$ cat src/hdl/assert_macros.svh
// Assertion macros shared by the sorted list RTL; empty under synthesis.
`ifndef ASSERT_MACROS_SVH
`define ASSERT_MACROS_SVH
`ifndef SYNTHESIS
// Check a condition at every clock edge outside reset.
`define SDL_ASSERT_HOLDS(lbl, expr) \
  lbl: assert property (@(posedge clk) disable iff (!rst_n) (expr)) \
    else $error("assertion failed: invariant");
// Check a same-cycle implication.
`define SDL_ASSERT_IMPL(lbl, ante, cons) \
  lbl: assert property (@(posedge clk) disable iff (!rst_n) (ante) |-> (cons)) \
    else $error("assertion failed: implication");
// Check a next-cycle implication.
`define SDL_ASSERT_NEXT(lbl, ante, cons) \
  lbl: assert property (@(posedge clk) disable iff (!rst_n) (ante) |=> (cons)) \
    else $error("assertion failed: next-cycle implication");
`else
`define SDL_ASSERT_HOLDS(lbl, expr)
`define SDL_ASSERT_IMPL(lbl, ante, cons)
`define SDL_ASSERT_NEXT(lbl, ante, cons)
`endif
`endif

$ cat src/hdl/sdl_pkg.sv
// Shared types and constants of the sorted descending list.
package sdl_pkg;

  localparam int CAPACITY = 16;
  localparam int IDX_W    = $clog2(CAPACITY);
  localparam int CNT_W    = $clog2(CAPACITY + 1);
  localparam int VAL_W    = 32;

  typedef enum logic [1:0] {
    REQ_INSERT   = 2'd0,
    REQ_POP_HEAD = 2'd1,
    REQ_POP_TAIL = 2'd2,
    REQ_REMOVE   = 2'd3
  } req_t;

  typedef enum logic [1:0] {
    STS_DONE      = 2'd0,
    STS_FULL      = 2'd1,
    STS_EMPTY     = 2'd2,
    STS_NOT_FOUND = 2'd3
  } status_t;

  typedef enum logic {
    S_IDLE = 1'b0,
    S_EXEC = 1'b1
  } ctrl_state_t;

  typedef struct packed {
    logic load_req;
    logic commit;
  } sdl_cmd_t;

endpackage

$ cat src/hdl/sdl_ctrl.sv
// Controller: request sequencing and result handshake.
`include "assert_macros.svh"

module sdl_ctrl (
  input  logic              clk,
  input  logic              rst_n,
  input  logic              in_valid,
  output logic              in_ready,
  output logic              out_valid,
  input  logic              out_ready,
  output sdl_pkg::sdl_cmd_t cmd
);
  import sdl_pkg::*;

  ctrl_state_t state_r, state_nxt;
  logic        out_valid_r, out_valid_nxt;

  always_ff @(posedge clk) begin
    if (!rst_n) begin
      state_r     <= S_IDLE;
      out_valid_r <= 1'b0;
    end else begin
      state_r     <= state_nxt;
      out_valid_r <= out_valid_nxt;
    end
  end

  always_comb begin
    state_nxt     = state_r;
    out_valid_nxt = out_valid_r;
    in_ready      = 1'b0;
    cmd           = '0;
    if (out_valid_r && out_ready) out_valid_nxt = 1'b0;
    unique case (state_r)
      S_IDLE: begin
        in_ready     = 1'b1;
        cmd.load_req = in_valid;
        if (in_valid) state_nxt = S_EXEC;
      end
      S_EXEC: begin
        // hold the request until the output register is free
        if (!out_valid_r || out_ready) begin
          cmd.commit    = 1'b1;
          out_valid_nxt = 1'b1;
          state_nxt     = S_IDLE;
        end
      end
      default: state_nxt = S_IDLE;
    endcase
  end

  assign out_valid = out_valid_r;

  `SDL_ASSERT_NEXT(a_accept_to_exec, in_valid && in_ready, state_r == S_EXEC)
  `SDL_ASSERT_NEXT(a_commit_shows_result, cmd.commit, out_valid_r)
  `SDL_ASSERT_IMPL(a_no_load_and_commit, cmd.commit, !cmd.load_req && !in_ready)

endmodule

$ cat src/hdl/sdl_dpath.sv
// Datapath: sorted entry cells, request register and result register.
`include "assert_macros.svh"

module sdl_dpath (
  input  logic                              clk,
  input  logic                              rst_n,
  input  sdl_pkg::sdl_cmd_t                 cmd,
  input  logic [1:0]                        in_req_type,
  input  logic signed [sdl_pkg::VAL_W-1:0]  in_value,
  output logic [1:0]                        out_status,
  output logic signed [sdl_pkg::VAL_W-1:0]  out_result_value,
  output logic [sdl_pkg::CNT_W-1:0]         out_count
);
  import sdl_pkg::*;

  req_t                    req_r;
  logic signed [VAL_W-1:0] value_r;
  logic signed [VAL_W-1:0] entries_r   [CAPACITY];
  logic signed [VAL_W-1:0] entries_nxt [CAPACITY];
  logic [CNT_W-1:0]        count_r, count_nxt;
  status_t                 out_status_r, out_status_nxt;
  logic signed [VAL_W-1:0] out_value_r, out_value_nxt;
  logic [CNT_W-1:0]        out_count_r;

  logic [CAPACITY-1:0]     ge, eq, hit_pre, prev_ge;
  logic signed [VAL_W-1:0] shift_up [CAPACITY];
  logic signed [VAL_W-1:0] shift_dn [CAPACITY];
  logic                    full, empty, found;
  logic [CNT_W-1:0]        cnt_m1;
  logic [IDX_W-1:0]        tail_idx;

  always_ff @(posedge clk) begin
    if (cmd.load_req) begin
      req_r   <= req_t'(in_req_type);
      value_r <= in_value;
    end
  end

  // compare every stored cell against the request value in parallel
  always_comb begin
    for (int i = 0; i < CAPACITY; i++) begin
      ge[i] = (CNT_W'(i) < count_r) && (entries_r[i] >= value_r);
      eq[i] = (CNT_W'(i) < count_r) && (entries_r[i] == value_r);
    end
    hit_pre[0]  = eq[0];
    prev_ge[0]  = 1'b1;
    shift_up[0] = value_r;
    for (int i = 1; i < CAPACITY; i++) begin
      hit_pre[i]  = hit_pre[i-1] | eq[i];
      prev_ge[i]  = ge[i-1];
      shift_up[i] = entries_r[i-1];
    end
    for (int i = 0; i < CAPACITY - 1; i++) begin
      shift_dn[i] = entries_r[i+1];
    end
    shift_dn[CAPACITY-1] = entries_r[CAPACITY-1];
  end

  assign full     = (count_r == CNT_W'(CAPACITY));
  assign empty    = (count_r == '0);
  assign found    = hit_pre[CAPACITY-1];
  assign cnt_m1   = count_r - CNT_W'(1);
  assign tail_idx = cnt_m1[IDX_W-1:0];

  always_comb begin
    for (int i = 0; i < CAPACITY; i++) entries_nxt[i] = entries_r[i];
    count_nxt      = count_r;
    out_status_nxt = STS_DONE;
    out_value_nxt  = '0;
    unique case (req_r)
      REQ_INSERT: begin
        if (full) begin
          out_status_nxt = STS_FULL;
        end else begin
          // cells below the insert point hold, the rest move one toward the tail
          for (int i = 0; i < CAPACITY; i++) begin
            if (!ge[i]) entries_nxt[i] = prev_ge[i] ? value_r : shift_up[i];
          end
          count_nxt     = count_r + CNT_W'(1);
          out_value_nxt = value_r;
        end
      end
      REQ_POP_HEAD: begin
        if (empty) begin
          out_status_nxt = STS_EMPTY;
        end else begin
          for (int i = 0; i < CAPACITY; i++) entries_nxt[i] = shift_dn[i];
          count_nxt     = cnt_m1;
          out_value_nxt = entries_r[0];
        end
      end
      REQ_POP_TAIL: begin
        if (empty) begin
          out_status_nxt = STS_EMPTY;
        end else begin
          count_nxt     = cnt_m1;
          out_value_nxt = entries_r[tail_idx];
        end
      end
      REQ_REMOVE: begin
        if (empty) begin
          out_status_nxt = STS_EMPTY;
        end else if (!found) begin
          out_status_nxt = STS_NOT_FOUND;
        end else begin
          // close up behind the first match
          for (int i = 0; i < CAPACITY; i++) begin
            if (hit_pre[i]) entries_nxt[i] = shift_dn[i];
          end
          count_nxt     = cnt_m1;
          out_value_nxt = value_r;
        end
      end
      default: out_status_nxt = STS_DONE;
    endcase
  end

  always_ff @(posedge clk) begin
    if (cmd.commit) begin
      for (int i = 0; i < CAPACITY; i++) entries_r[i] <= entries_nxt[i];
      out_status_r <= out_status_nxt;
      out_value_r  <= out_value_nxt;
      out_count_r  <= count_nxt;
    end
  end

  always_ff @(posedge clk) begin
    if (!rst_n) begin
      count_r <= '0;
    end else if (cmd.commit) begin
      count_r <= count_nxt;
    end
  end

  assign out_status       = out_status_r;
  assign out_result_value = out_value_r;
  assign out_count        = out_count_r;

  `SDL_ASSERT_HOLDS(a_count_bounded, count_r <= CNT_W'(CAPACITY))
  `SDL_ASSERT_NEXT(a_insert_grows, cmd.commit && req_r == REQ_INSERT && !full,
                   count_r == $past(count_r) + CNT_W'(1))
  `SDL_ASSERT_NEXT(a_fail_keeps_count, cmd.commit && out_status_nxt != STS_DONE,
                   count_r == $past(count_r) && out_value_r == '0)

endmodule

$ cat src/hdl/sorted_descending_list.sv
// Top level of the sorted descending list.
//
// Holds up to 16 signed 32-bit values, largest at the head. Each request on
// the in_ channel (in_req_type, in_value) is one of: insert in order, pop the
// largest, pop the smallest, or remove the first entry equal to in_value.
// Every request gives exactly one result on the out_ channel: a status
// (done, full, empty, not found), the inserted or removed value (zero on any
// failure) and the entry count after the request.
// A request is first captured in the request register, then committed in
// execute to the result register, which raises out_valid; execute waits
// while the result register holds a result that is not being taken.
// A new request is taken only in idle, once the previous one has left
// execute; the cell array is updated when execute commits, and each request
// waits in the request register before it.
// The result register lets the next request be taken while a result waits;
// if out_ready stays low, that next request holds in execute and in_ready
// stays low until the waiting result is taken.
// Reset (rst_n low, synchronous) empties the list, clears out_valid and returns to idle.
module sorted_descending_list (
  input  logic                              clk,
  input  logic                              rst_n,
  input  logic                              in_valid,
  output logic                              in_ready,
  input  logic [1:0]                        in_req_type,
  input  logic signed [sdl_pkg::VAL_W-1:0]  in_value,
  output logic                              out_valid,
  input  logic                              out_ready,
  output logic [1:0]                        out_status,
  output logic signed [sdl_pkg::VAL_W-1:0]  out_result_value,
  output logic [sdl_pkg::CNT_W-1:0]         out_count
);
  import sdl_pkg::*;

  sdl_cmd_t cmd;

  sdl_ctrl u_ctrl (
    .clk       (clk),
    .rst_n     (rst_n),
    .in_valid  (in_valid),
    .in_ready  (in_ready),
    .out_valid (out_valid),
    .out_ready (out_ready),
    .cmd       (cmd)
  );

  sdl_dpath u_dpath (
    .clk              (clk),
    .rst_n            (rst_n),
    .cmd              (cmd),
    .in_req_type      (in_req_type),
    .in_value         (in_value),
    .out_status       (out_status),
    .out_result_value (out_result_value),
    .out_count        (out_count)
  );

endmodule
$ cat config.mk
export PLATFORM = sky130hd
export DESIGN_NAME = sorted_descending_list
export DESIGN_NICKNAME = d
export VERILOG_FILES = /design/src/hdl/sdl_pkg.sv /design/src/hdl/sdl_ctrl.sv /design/src/hdl/sdl_dpath.sv /design/src/hdl/sorted_descending_list.sv
export VERILOG_INCLUDE_DIRS = /design/src /design/src/hdl
export SDC_FILE = /design/constraint.sdc
export NUM_CORES = 2
export LEC_CHECK = 0
export ABC_AREA = 1
export BUFFER_PORTS_ARGS = -buffer_cell sky130_fd_sc_hd__buf_2
export CORE_MARGIN = 5
export CORE_UTILIZATION = 40
export DETAILED_ROUTE_END_ITERATION = 8
export GPL_TIMING_DRIVEN = 0
export PLACE_DENSITY = 0.51
export SYNTH_ARGS = -nofsm -noshare
export SYNTH_HDL_FRONTEND = slang
export SYNTH_HIERARCHICAL = 1
export SYNTH_SLANG_ARGS = --single-unit
$ cat constraint.sdc
create_clock -name clk -period 7.5 [get_ports clk]
set_input_delay 0.75 -clock clk [delete_from_list [all_inputs] [get_ports clk]]
set_output_delay 0.75 -clock clk [all_outputs]
set_load 0.1 [all_outputs]
==> flow_summary.json <==
{
  "status": "finished, violations left",
  "violations": "capacitance limit, slew limit",
  "synth_warnings": 6,
  "die_h_microns": 355,
  "dp_hpwl_mm": 191,
  "setup_slack_ns": 0.118,
  "cp_top_family": "buffers and inverters",
  "wl_per_cell_microns": 28.4,
  "leakage_nw": 23.2,
  "crit_buf_inv": 8,
  "path_max_fanout": 11,
  "maxCapViolCount": 6,
  "min_period_ns": 7.38,
  "cts_sinks": 592,
  "synth_flop_cell": "edfxtp_1",
  "drive_gt1_share_pct": 5.79,
  "yosysTopAreaCell": "edfxtp_1",
  "fin_skew_ns": 0.0259,
  "p_comb_share_pct": 32.5,
  "synth_nets": 6898,
  "cts_tree": "yes",
  "areaGrowthSynthToFinish_pct": 12.0,
  "core_area_sq_mm": 0.118,
  "grt_use_total_pct": 35.4,
  "critPathKind": "reg -> reg",
  "rsz0062_at_grt": "no",
  "slowest_delay_ns": 1.32,
  "synth_top_area_share_pct": 36.9,
  "synthCells": 6339,
  "cts_resized": 0,
  "dr_total_vias": 48100,
  "cp_data_arrival_time_ns": 7.88,
  "critPathLaunchType": "flip-flop",
  "ys_ff_latch": 592,
  "finalHoldViolations": 0,
  "grt_pass1_wl_mm": 322,
  "drtIter0Drc": 5544,
  "htreeDepth": 3,
  "finalCritPeriodShare_pct": 98.4,
  "initial_core_util_pct": 40.3,
  "gr-total-overflow": 0,
  "clk_pin_slew_ns": 0.07,
  "pin_count": 79,
  "synthesis.area_sq_mm": 0.0476,
  "drc": 0,
  "placement.io_buffers": 78,
  "seqPwrFrac_pct": 34.5,
  "slew_headroom_pct": -10.7,
  "grt_pass1_vias": 45700,
  "cp_common_cell": "buf_2",
  "die_w_microns": 355,
  "globalplace.congestion": 0.997,
  "switching_share_pct": 39.7,
  "synthTopCellsByCount": "nand2_1 (1,760), nand3_1 (589), edfxtp_1 (585)",
  "finalWirelength_mm": 231,
  "ys_top_cells_by_area": "edfxtp_1 (37%), nand2_1 (14%), ha_1 (14%)",
  "tns_ns": 0,
  "utilization_pct": 45.1,
  "powerDensity_mw_per_mm2": 222,
  "synth-edff-count": 585,
  "root_buffer": "clkbuf_16",
  "p_switching_mw": 4.69,
  "dpl_cell_area_sq_mm": 0.0506,
  "post_cts_buffers": 0,
  "cts.path.max_buffers": 3,
  "hold_path.class": "in -> reg",
  "row_count": 126,
  "drv_slew": 29,
  "slowest_stage": "o311ai_0",
  "postCtsHoldBufs": 0,
  "avgSynthCellArea_sq_um": 7.50,
  "nets": 7102,
  "fmax_mhz": 135,
  "worstSkewPairLatency_ns": 0.71,
  "worst_slew_pin_slew_ns": 1.64,
  "holdWs_ns": 0.224,
  "yosysMostFrequentCell": "nand2_1",
  "crit_chain": "buf_2 > inv_2 > buf_2 > buf_2 > buf_1 > ha_1 > inv_2 > clkbuf_1 > clkbuf_1 > a211oi_1 > o311ai_0 > nand3_1 > a41oi_1",
  "crit_path_end_kind": "flip-flop",
  "report.final.setup_viol": 0,
  "vdd_drop_max_mv": 0.173,
  "antenna_found_initial": 13,
  "pwr-share-clk_pct": 33.0,
  "internal-power_mw": 7.11,
  "finalInstanceArea_sq_mm": 0.0533,
  "async_flop_share_pct": 0,
  "grt_max_degree": 33,
  "dieArea_sq_mm": 0.126,
  "ant_nets": 0,
  "yosysSeqAreaShare_pct": 37.2,
  "dpl_worst_slack_ns": 0.389,
  "crit_required_ns": 7.99,
  "drt_pass1_iterations": 6,
  "yosysUniqueCellTypes": 59,
  "viasPerCell": 5.90,
  "cts_buffers": 80
}
[through the flow]
step                      cells  total power [mW]
after global placement     7953              7.72
after detailed placement   7989              7.81
after CTS                  8138              11.7
after global routing       8146              12.2
after floorplan            6339              6.20
final                      8152              11.8
[kinds of logic (layout without fill, tap and decap cells)]
logic type	count (synthesis)	count (layout)	share of synthesized area, %
AND/OR/NAND/NOR	2962	2962	25.7
AO/OA/AOI/OAI	1388	1388	16.2
buffers and inverters	872	1143	7.05
flip-flops	592	592	37.2
adder cells (fa/ha/maj)	521	521	13.7
XOR/XNOR	4	4	0.0737
other	0	6	0
[power by group through the flow]
stage               logic (mW)  registers (mW)  clock network, mW
floorplan                 1.99            4.21                  0
global placement          3.58            4.15                  0
detailed placement        3.67            4.13                  0
CTS                       3.68            4.07               3.97
global route              4.06            4.09               4.10
finish                    3.84            4.08               3.90
[metal layers]
metal	track usage, %	up-vias	routed length [microns]
li1	-	22400	-
met1	46.1	23000	95100
met2	56.7	2263	104000
met3	6.61	452	19800
met4	17.1	6	13000
met5	0	-	28
[cell usage in the layout (no fill, tap or decap), drive strengths merged, types with 6 or more instances in the layout]
cell	n
nor2	526
nor3	16
inv	466
diode	6
o21ai	581
buf	203
dfxtp	7
a31oi	8
o22ai	123
o311ai	30
clkinv	42
nand4	21
ha	521
nand3	610
clkbuf	424
a21oi	474
edfxtp	585
a211oi	25
nand2	1765
o211ai	91
bufinv	6
a41oi	15
nand3b	18
o21a	12
o221ai	12
[flip-flops by register name, indices dropped and copies added, names as in the netlist]
register and flops:
u_ctrl/out_valid 1, u_ctrl/state_r 1, u_dpath/count_r 5, u_dpath/entries_r 512, u_dpath/out_count 5, u_dpath/out_result_value 32
u_dpath/out_status 2, u_dpath/req_r 2, u_dpath/value_r 32
[final cells by class]
class                      instances  area (sq um)
sequential                       592         17700
timing repair buffer             122          1050
multi-input combinational       4875         26600
inverter                         468          1760
clock inverter                    48           419
fill                           12200         64800
buffer                           404          1630
tap                             1536          1920
antenna                            6          15.0
clock buffer                     101          2160
[final timing paths]
kind / from / slack, ns / end / cells after the start
worst max register to register: u_dpath/count_r[0] / 0.12 / u_dpath/out_result_value[29] / 13
worst min-delay path: in_value[28] / 0.22 / u_dpath/value_r[28] / 1
worst max-delay path: u_dpath/count_r[0] / 0.12 / u_dpath/out_result_value[29] / 13
worst min register to register: u_ctrl/out_valid / 0.52 / u_ctrl/out_valid / 2
(Power assumes the default switching activity.)
